**config.mk**
```make
export PLATFORM = sky130hd
export DESIGN_NAME = multi_channel_periodic_compare_timer_unit
export DESIGN_NICKNAME = d
export VERILOG_FILES = /design/src/hw/rtl/mcpct_pkg.sv /design/src/hw/rtl/mcpct_cfg_regs.sv /design/src/hw/rtl/mcpct_core.sv /design/src/hw/rtl/multi_channel_periodic_compare_timer_unit.sv
export SDC_FILE = /design/constraint.sdc
export NUM_CORES = 1
export LEC_CHECK = 0
export BUFFER_PORTS_ARGS = -buffer_cell sky130_fd_sc_hd__buf_2
export CELL_PAD_IN_SITES_DETAIL_PLACEMENT = 0
export CELL_PAD_IN_SITES_GLOBAL_PLACEMENT = 1
export CORE_MARGIN = 4
export CORE_UTILIZATION = 40
export CTS_CLUSTER_SIZE = 14
export DETAILED_ROUTE_END_ITERATION = 6
export PLACE_DENSITY = 0.75
export SLEW_MARGIN = 30
export SYNTH_ARGS = -nofsm -noshare
export SYNTH_HDL_FRONTEND = slang
export SYNTH_HIERARCHICAL = 1
export SYNTH_SLANG_ARGS = --single-unit
```
**constraint.sdc**
```tcl
create_clock -name clk -period 4 [get_ports clk]
set_input_delay 0.2 -clock clk [delete_from_list [all_inputs] [get_ports clk]]
set_output_delay 0.2 -clock clk [all_outputs]
set_load 0.01 [all_outputs]
```
**src/hw/rtl/mcpct_pkg.sv**
```systemverilog
`default_nettype none
package mcpct_pkg;

  localparam int CHANNELS = 5;
  localparam int TIMER_W  = 16;
  localparam int PS_W     = 3;
  localparam int CH_IDX_W = 3;
  localparam int CFG_IDX_W = 3;
  localparam int CFG_DATA_W = 16;

  localparam logic [1:0] ACT_TICK  = 2'd0;
  localparam logic [1:0] ACT_ARM   = 2'd1;
  localparam logic [1:0] ACT_CLEAR = 2'd2;

  localparam logic [CFG_IDX_W-1:0] CFG_PRESCALE = 3'd0;
  localparam logic [CFG_IDX_W-1:0] CFG_INC0     = 3'd1;
  localparam logic [CFG_IDX_W-1:0] CFG_IRQ_MASK = 3'd6;

  typedef struct packed {
    logic [1:0]                        prescale_sel;
    logic [CHANNELS-1:0][TIMER_W-1:0]  inc;
    logic [CHANNELS-1:0]               irq_mask;
  } cfg_t;

  typedef struct packed {
    logic [TIMER_W-1:0]  count;
    logic [CHANNELS-1:0] flags;
    logic [CHANNELS-1:0] matched;
    logic                irq;
  } res_t;

endpackage
`default_nettype wire

```
**src/hw/rtl/mcpct_cfg_regs.sv**
```systemverilog
`default_nettype none
module mcpct_cfg_regs (
  input  wire logic                                 clk,
  input  wire logic                                 rst_n,
  input  wire logic                                 wr_en,
  input  wire logic [mcpct_pkg::CFG_IDX_W-1:0]      wr_index,
  input  wire logic [mcpct_pkg::CFG_DATA_W-1:0]     wr_data,
  output mcpct_pkg::cfg_t                           cfg
);

  mcpct_pkg::cfg_t cfg_r;
  mcpct_pkg::cfg_t cfg_nxt;

  always_comb begin
    cfg_nxt = cfg_r;
    if (wr_en) begin
      if (wr_index == mcpct_pkg::CFG_PRESCALE) begin
        cfg_nxt.prescale_sel = wr_data[1:0];
      end
      if (wr_index == mcpct_pkg::CFG_IRQ_MASK) begin
        cfg_nxt.irq_mask = wr_data[mcpct_pkg::CHANNELS-1:0];
      end
      for (int i = 0; i < mcpct_pkg::CHANNELS; i++) begin
        if (wr_index == mcpct_pkg::CFG_INC0 + mcpct_pkg::CFG_IDX_W'(i)) begin
          cfg_nxt.inc[i] = wr_data[mcpct_pkg::TIMER_W-1:0];
        end
      end
    end
  end

  always_ff @(posedge clk) begin
    if (!rst_n) begin
      cfg_r <= '0;
    end else begin
      cfg_r <= cfg_nxt;
    end
  end

  assign cfg = cfg_r;

endmodule
`default_nettype wire

```
**src/hw/rtl/mcpct_core.sv**
```systemverilog
`default_nettype none
module mcpct_core (
  input  wire logic                               clk,
  input  wire logic                               rst_n,
  input  wire logic                               fire,
  input  wire logic [1:0]                         action,
  input  wire logic [mcpct_pkg::CH_IDX_W-1:0]     channel,
  input  mcpct_pkg::cfg_t                         cfg,
  output mcpct_pkg::res_t                         res
);

  localparam int CW = mcpct_pkg::TIMER_W;
  localparam int NC = mcpct_pkg::CHANNELS;

  logic [CW-1:0]                timer_r, timer_nxt;
  logic [mcpct_pkg::PS_W-1:0]   ps_cnt_r, ps_cnt_nxt;
  logic [NC-1:0][CW-1:0]        mp_r, mp_nxt;
  logic [NC-1:0]                flags_r, flags_nxt;
  logic [NC-1:0]                matched;
  logic [CW-1:0]                timer_inc;
  logic [mcpct_pkg::PS_W:0]     ps_plus1;
  logic [mcpct_pkg::PS_W:0]     divider;

  assign timer_inc = timer_r + CW'(1);
  assign ps_plus1  = {1'b0, ps_cnt_r} + (mcpct_pkg::PS_W+1)'(1);
  assign divider   = (mcpct_pkg::PS_W+1)'(1) << cfg.prescale_sel;

  always_comb begin
    timer_nxt  = timer_r;
    ps_cnt_nxt = ps_cnt_r;
    mp_nxt     = mp_r;
    flags_nxt  = flags_r;
    matched    = '0;
    case (action)
      mcpct_pkg::ACT_TICK: begin
        if (ps_plus1 >= divider) begin
          ps_cnt_nxt = '0;
          timer_nxt  = timer_inc;
          for (int i = 0; i < NC; i++) begin
            if (mp_r[i] == timer_inc) begin
              matched[i] = 1'b1;
              mp_nxt[i]  = mp_r[i] + cfg.inc[i];
            end
          end
          flags_nxt = flags_r | matched;
        end else begin
          ps_cnt_nxt = ps_plus1[mcpct_pkg::PS_W-1:0];
        end
      end
      mcpct_pkg::ACT_ARM: begin
        for (int i = 0; i < NC; i++) begin
          if (channel == mcpct_pkg::CH_IDX_W'(i)) begin
            mp_nxt[i] = timer_r + cfg.inc[i];
          end
        end
      end
      mcpct_pkg::ACT_CLEAR: begin
        for (int i = 0; i < NC; i++) begin
          if (channel == mcpct_pkg::CH_IDX_W'(i)) begin
            flags_nxt[i] = 1'b0;
          end
        end
      end
      default: begin
      end
    endcase
  end

  always_ff @(posedge clk) begin
    if (!rst_n) begin
      timer_r  <= '0;
      ps_cnt_r <= '0;
      mp_r     <= '0;
      flags_r  <= '0;
    end else if (fire) begin
      timer_r  <= timer_nxt;
      ps_cnt_r <= ps_cnt_nxt;
      mp_r     <= mp_nxt;
      flags_r  <= flags_nxt;
    end
  end

  assign res.count   = timer_nxt;
  assign res.flags   = flags_nxt;
  assign res.matched = matched;
  assign res.irq     = |(flags_nxt & cfg.irq_mask);

endmodule
`default_nettype wire

```
**src/hw/rtl/multi_channel_periodic_compare_timer_unit.sv**
```systemverilog
// Channel | Direction | Handshake              | Payload
// in      | input     | in_valid / in_stall    | in_action[1:0], in_channel[2:0]
// out     | output    | out_valid / out_stall  | out_count, out_flags, out_matched_now, out_irq
// cfg     | input     | cfg_valid / cfg_ready  | cfg_index[2:0], cfg_data[15:0]
//
// One transaction per cycle sustained while out_stall is low; an accepted transaction goes into the
// input register, then through one pass of the compare/add logic into the result register.
// Synchronous active-low reset clears timer, prescaler, match points, flags and config.
// A stalled result holds; the input register keeps accepting while the result register
// can advance, so in_stall rises only when both are occupied and out_stall is high.
// cfg_ready is always high.
`default_nettype none
module multi_channel_periodic_compare_timer_unit (
  input  wire logic                                  clk,
  input  wire logic                                  rst_n,
  input  wire logic                                  in_valid,
  output      logic                                  in_stall,
  input  wire logic [1:0]                            in_action,
  input  wire logic [mcpct_pkg::CH_IDX_W-1:0]        in_channel,
  output      logic                                  out_valid,
  input  wire logic                                  out_stall,
  output      logic [mcpct_pkg::TIMER_W-1:0]         out_count,
  output      logic [mcpct_pkg::CHANNELS-1:0]        out_flags,
  output      logic [mcpct_pkg::CHANNELS-1:0]        out_matched_now,
  output      logic                                  out_irq,
  input  wire logic                                  cfg_valid,
  output      logic                                  cfg_ready,
  input  wire logic [mcpct_pkg::CFG_IDX_W-1:0]       cfg_index,
  input  wire logic [mcpct_pkg::CFG_DATA_W-1:0]      cfg_data
);

  mcpct_pkg::cfg_t cfg;
  mcpct_pkg::res_t res;
  mcpct_pkg::res_t res_r;

  logic                               in_valid_r;
  logic [1:0]                         in_action_r;
  logic [mcpct_pkg::CH_IDX_W-1:0]     in_channel_r;
  logic                               out_valid_r;
  logic                               advance;
  logic                               fire;

  assign cfg_ready = 1'b1;
  assign advance   = !out_valid_r || !out_stall;
  assign fire      = in_valid_r && advance;
  assign in_stall  = in_valid_r && !advance;

  mcpct_cfg_regs u_cfg (
    .clk      (clk),
    .rst_n    (rst_n),
    .wr_en    (cfg_valid && cfg_ready),
    .wr_index (cfg_index),
    .wr_data  (cfg_data),
    .cfg      (cfg)
  );

  mcpct_core u_core (
    .clk     (clk),
    .rst_n   (rst_n),
    .fire    (fire),
    .action  (in_action_r),
    .channel (in_channel_r),
    .cfg     (cfg),
    .res     (res)
  );

  always_ff @(posedge clk) begin
    if (!rst_n) begin
      in_valid_r <= 1'b0;
    end else if (!in_stall) begin
      in_valid_r <= in_valid;
    end
  end

  always_ff @(posedge clk) begin
    if (in_valid && !in_stall) begin
      in_action_r  <= in_action;
      in_channel_r <= in_channel;
    end
  end

  always_ff @(posedge clk) begin
    if (!rst_n) begin
      out_valid_r <= 1'b0;
    end else if (advance) begin
      out_valid_r <= in_valid_r;
    end
  end

  always_ff @(posedge clk) begin
    if (fire) begin
      res_r <= res;
    end
  end

  assign out_valid       = out_valid_r;
  assign out_count       = res_r.count;
  assign out_flags       = res_r.flags;
  assign out_matched_now = res_r.matched;
  assign out_irq         = res_r.irq;

endmodule
`default_nettype wire

```
==> reports/qor.yml <==
timing:
  slew_headroom: 0.4347
  skew_ns: 0.01295
  slew_viol_final: 0
  fin_ws_ns: 0.1839
  setup_viol: 0
  final_hold_viol_count: 0
  post-route-period-util: 0.9540
  fmax_ghz: 0.2620
  period_needed_ns: 3.816
  tns_ns: 0
  tightest_slew_ns: 0.8419
flow_run:
  cap_violations: 0
floorplanning:
  io_pins: 59
  core_area_sq_um: 35830
  std_cell_rows: 69
  die_area_sq_um: 39700
  start_util: 0.4083
  die_h_microns: 199.2
  chipWidth_microns: 199.2
cells_and_area:
  syn_to_final_growth_pct: 13.58
  fillerInstances: 3460
  finalNetCount: 1870
  diodes: 0
  final_common_cell: "nand2_1"
  drive_gt1_frac: 0.1211
  layout_common_cells: "nand2_1 (329), dfxtp_1 (193), mux2i_1 (160)"
  final_cell_area_sq_um: 16620
logic_synthesis:
  postSynthAreaPerCell_sq_um: 8.708
  synth_xor_area_frac: 0.1167
  synthMuxAreaShare: 0.1095
  synth-adder-area-share: 0.07612
  syn_inst: 1680
  synth_top_cells_by_area: "dfxtp_1 (26%), mux2i_1 (11%), nand2_1 (8.5%), ha_1 (6.9%), xnor2_1 (6.8%)"
  synth_cell_type_count: 92
  synthFlopType: "dfxtp_1"
  synth.net_count: 1795
  synth_compound_area_frac: 0.1206
  ys_seq_area_frac: 0.3298
  synth_top_family_by_area: "simple AND/OR/NAND/NOR gates"
  synth_top_area_share: 0.2641
  synth_top_area_cell: "dfxtp_1"
  synth_warnings: 6
  synth_edf_count: 32
  synth-seq-cells: 225
  synth_async_sr_flop_share: 0
  syn_area_sq_um: 14630
  synth-simple-area-share: 0.2073
global_route:
  grt_antenna_before_repair: 0
  grt_pass1_wl_mm: 69.25
  grt_max_degree: 61
  grt_pass1_vias: 11950
  grt_util_all_layers: 0.2232
  gr-total-overflow: 0
critical_path:
  endpoint_kind: "flip-flop"
  crit_buf_inv: 1
  startpoint_type: "flip-flop"
  crit_family: "compound AO/OA/AOI/OAI gates"
  crit_start: "in_action_r[0]"
  path_class: "reg2reg"
  max_stage_delay_ns: 0.48
  arrival_ns: 4.26
  critPathRequiredTime_ns: 4.44
  crit_path_max_fanout: 5
  r2r-start: "in_action_r[0]"
  slowest_stage: "edfxtp_1"
  path_cells: "nor2b_2, buf_4, nand2_1, nand2_1, ha_1, a21o_1, a21o_1, a2111oi_0, nor3_1, a41o_1, o41ai_2, mux2i_1, a21boi_0, o21a_1"
pwr:
  power_leakage_uw: 0.007594
  p_per_area_nw_per_um2: 312.9
  ir_drop_mv: 0.2867
outcome:
  outcome: "completed"
drt:
  vias: 12230
  detail-route-antenna-nets: 0
  post_drt_wl_per_cell_microns: 19.97
  vias_per_cell: 5.467
  drc: 0
  dr.pass1.iters: 7
  wl_mm: 44.68
  first_iter_violations: 979
min_path:
  worstHoldStart: "cfg_index[1]"
  hold_class: "in2reg"
clock_network:
  cts.reportedPaths.clkPinSlew_ns: 0.06
  clock_path_buffers: 3
  cts_root_buf: "clkbuf_16"
  cts_buffers: 27
  htree_levels: 1
  cts.sinks: 225
  cts_tree: "done"
  clock_latency_ns: 0.55
place:
  placed_cell_area_sq_um: 15610
  dp_hpwl_mm: 33.86
  place.gp.congestion: 0.9221
  port_buffers: 57
  dp_slack_ns: 0.1649
## through the flow
stage / instances / utilization / hold slack (ns) / power (uW)
floorplan: 1680 / - / 0.2989 / 2594
global placement: 2179 / 0.4355 / 0.3777 / 2704
detailed placement: 2179 / 0.4357 / 0.3812 / 2709
CTS: 2236 / 0.4631 / 0.03145 / 5250
global route: 2237 / 0.4638 / 0.08432 / 5376
finish: 2237 / 0.4638 / 0.06123 / 5199
## cell type report
type                       instances  area, sq um  area share
multi-input combinational       1337         9279      0.5584
tap                              461        576.8     0.03471
inverter                          35        132.6    0.007982
clock buffer                      38        777.0     0.04676
clock inverter                    12        135.1    0.008133
timing repair buffer             129        890.9     0.05361
sequential                       225         4825      0.2904
## registers in the layout, summed over array words and instances (netlist names)
name,flops
out_flags,5
in_channel_r,3
out_irq,1
u_cfg/cfg,87
out_valid,1
u_core/mp_r,80
in_valid_r,1
in_action_r,2
out_count,16
u_core/ps_cnt_r,3
u_core/flags_r,5
out_matched_now,5
u_core/timer_r,16
## per-layer routing
metal,global-route usage,share of wire,up-vias
li1,-,-,6022
met1,0.3265,0.48,5815
met2,0.3478,0.43,329
met3,0.02833,0.054,63
met4,0.06054,0.030,0
met5,0,0,-
## power breakdown
group	internal, uW	switching, uW	total, uW
clock network	1540	994	2530
logic	108	202	310
registers	2330	23.5	2360
## worst reg2reg max path, delay by kind of cell, from the launching register on
kind | cells | cell delay (ns)
multiplexers | 1 | 0.22
adder cells (fa/ha/maj) | 1 | 0.33
flip-flops | 1 | 0.48
buffers and inverters | 1 | 0.15
AO/OA/AOI/OAI | 7 | 1.84
AND/OR/NAND/NOR | 4 | 0.69
## Yosys cell counts (8+ instances only)
cell type	n
or3_1	12
dfxtp_1	193
mux2i_1	160
xnor3_1	8
nand2b_1	14
nor2b_1	12
a21oi_1	69
o21a_1	11
o31ai_1	8
nand4_1	12
a2111oi_0	9
nand2_1	330
xnor2_1	114
edfxtp_1	32
xor2_1	45
o211ai_1	10
a21o_1	19
a211oi_1	15
o21bai_1	8
buf_2	14
nand3_1	31
nor2_1	142
buf_4	21
nor3_1	33
inv_1	33
and2_1	9
ha_1	81
clkbuf_1	37
o21ai_0	52
and3_1	9
a31oi_1	12
## timing repair
| action | CTS | global route |
|---|---|---|
| hold endpoints to repair | 7 | 0 |
| buffers inserted | 0 | 1 |
| hold buffers | 7 | 0 |
| resized for setup | 0 | 5 |
| setup endpoints to repair | 0 | 3 |
## path summary, 6_finish.rpt
check | cells past startpoint | endpoint | slack, ns
setup / recovery | 14 | u_core/mp_r[78] | 0.18
hold / removal | 3 | u_cfg/cfg[86] | 0.06
hold reg to reg | 2 | u_cfg/cfg[59] | 0.46
setup reg to reg | 14 | u_core/mp_r[78] | 0.18
## logic make-up after synthesis
kind of cell | after synthesis
adder cells (fa/ha/maj) | 86
multiplexers | 160
XOR/XNOR | 173
buffers and inverters | 118
flip-flops | 225
AO/OA/AOI/OAI | 263
AND/OR/NAND/NOR | 654
other | 1
No activity file was read; power rests on OpenSTA's default activity.
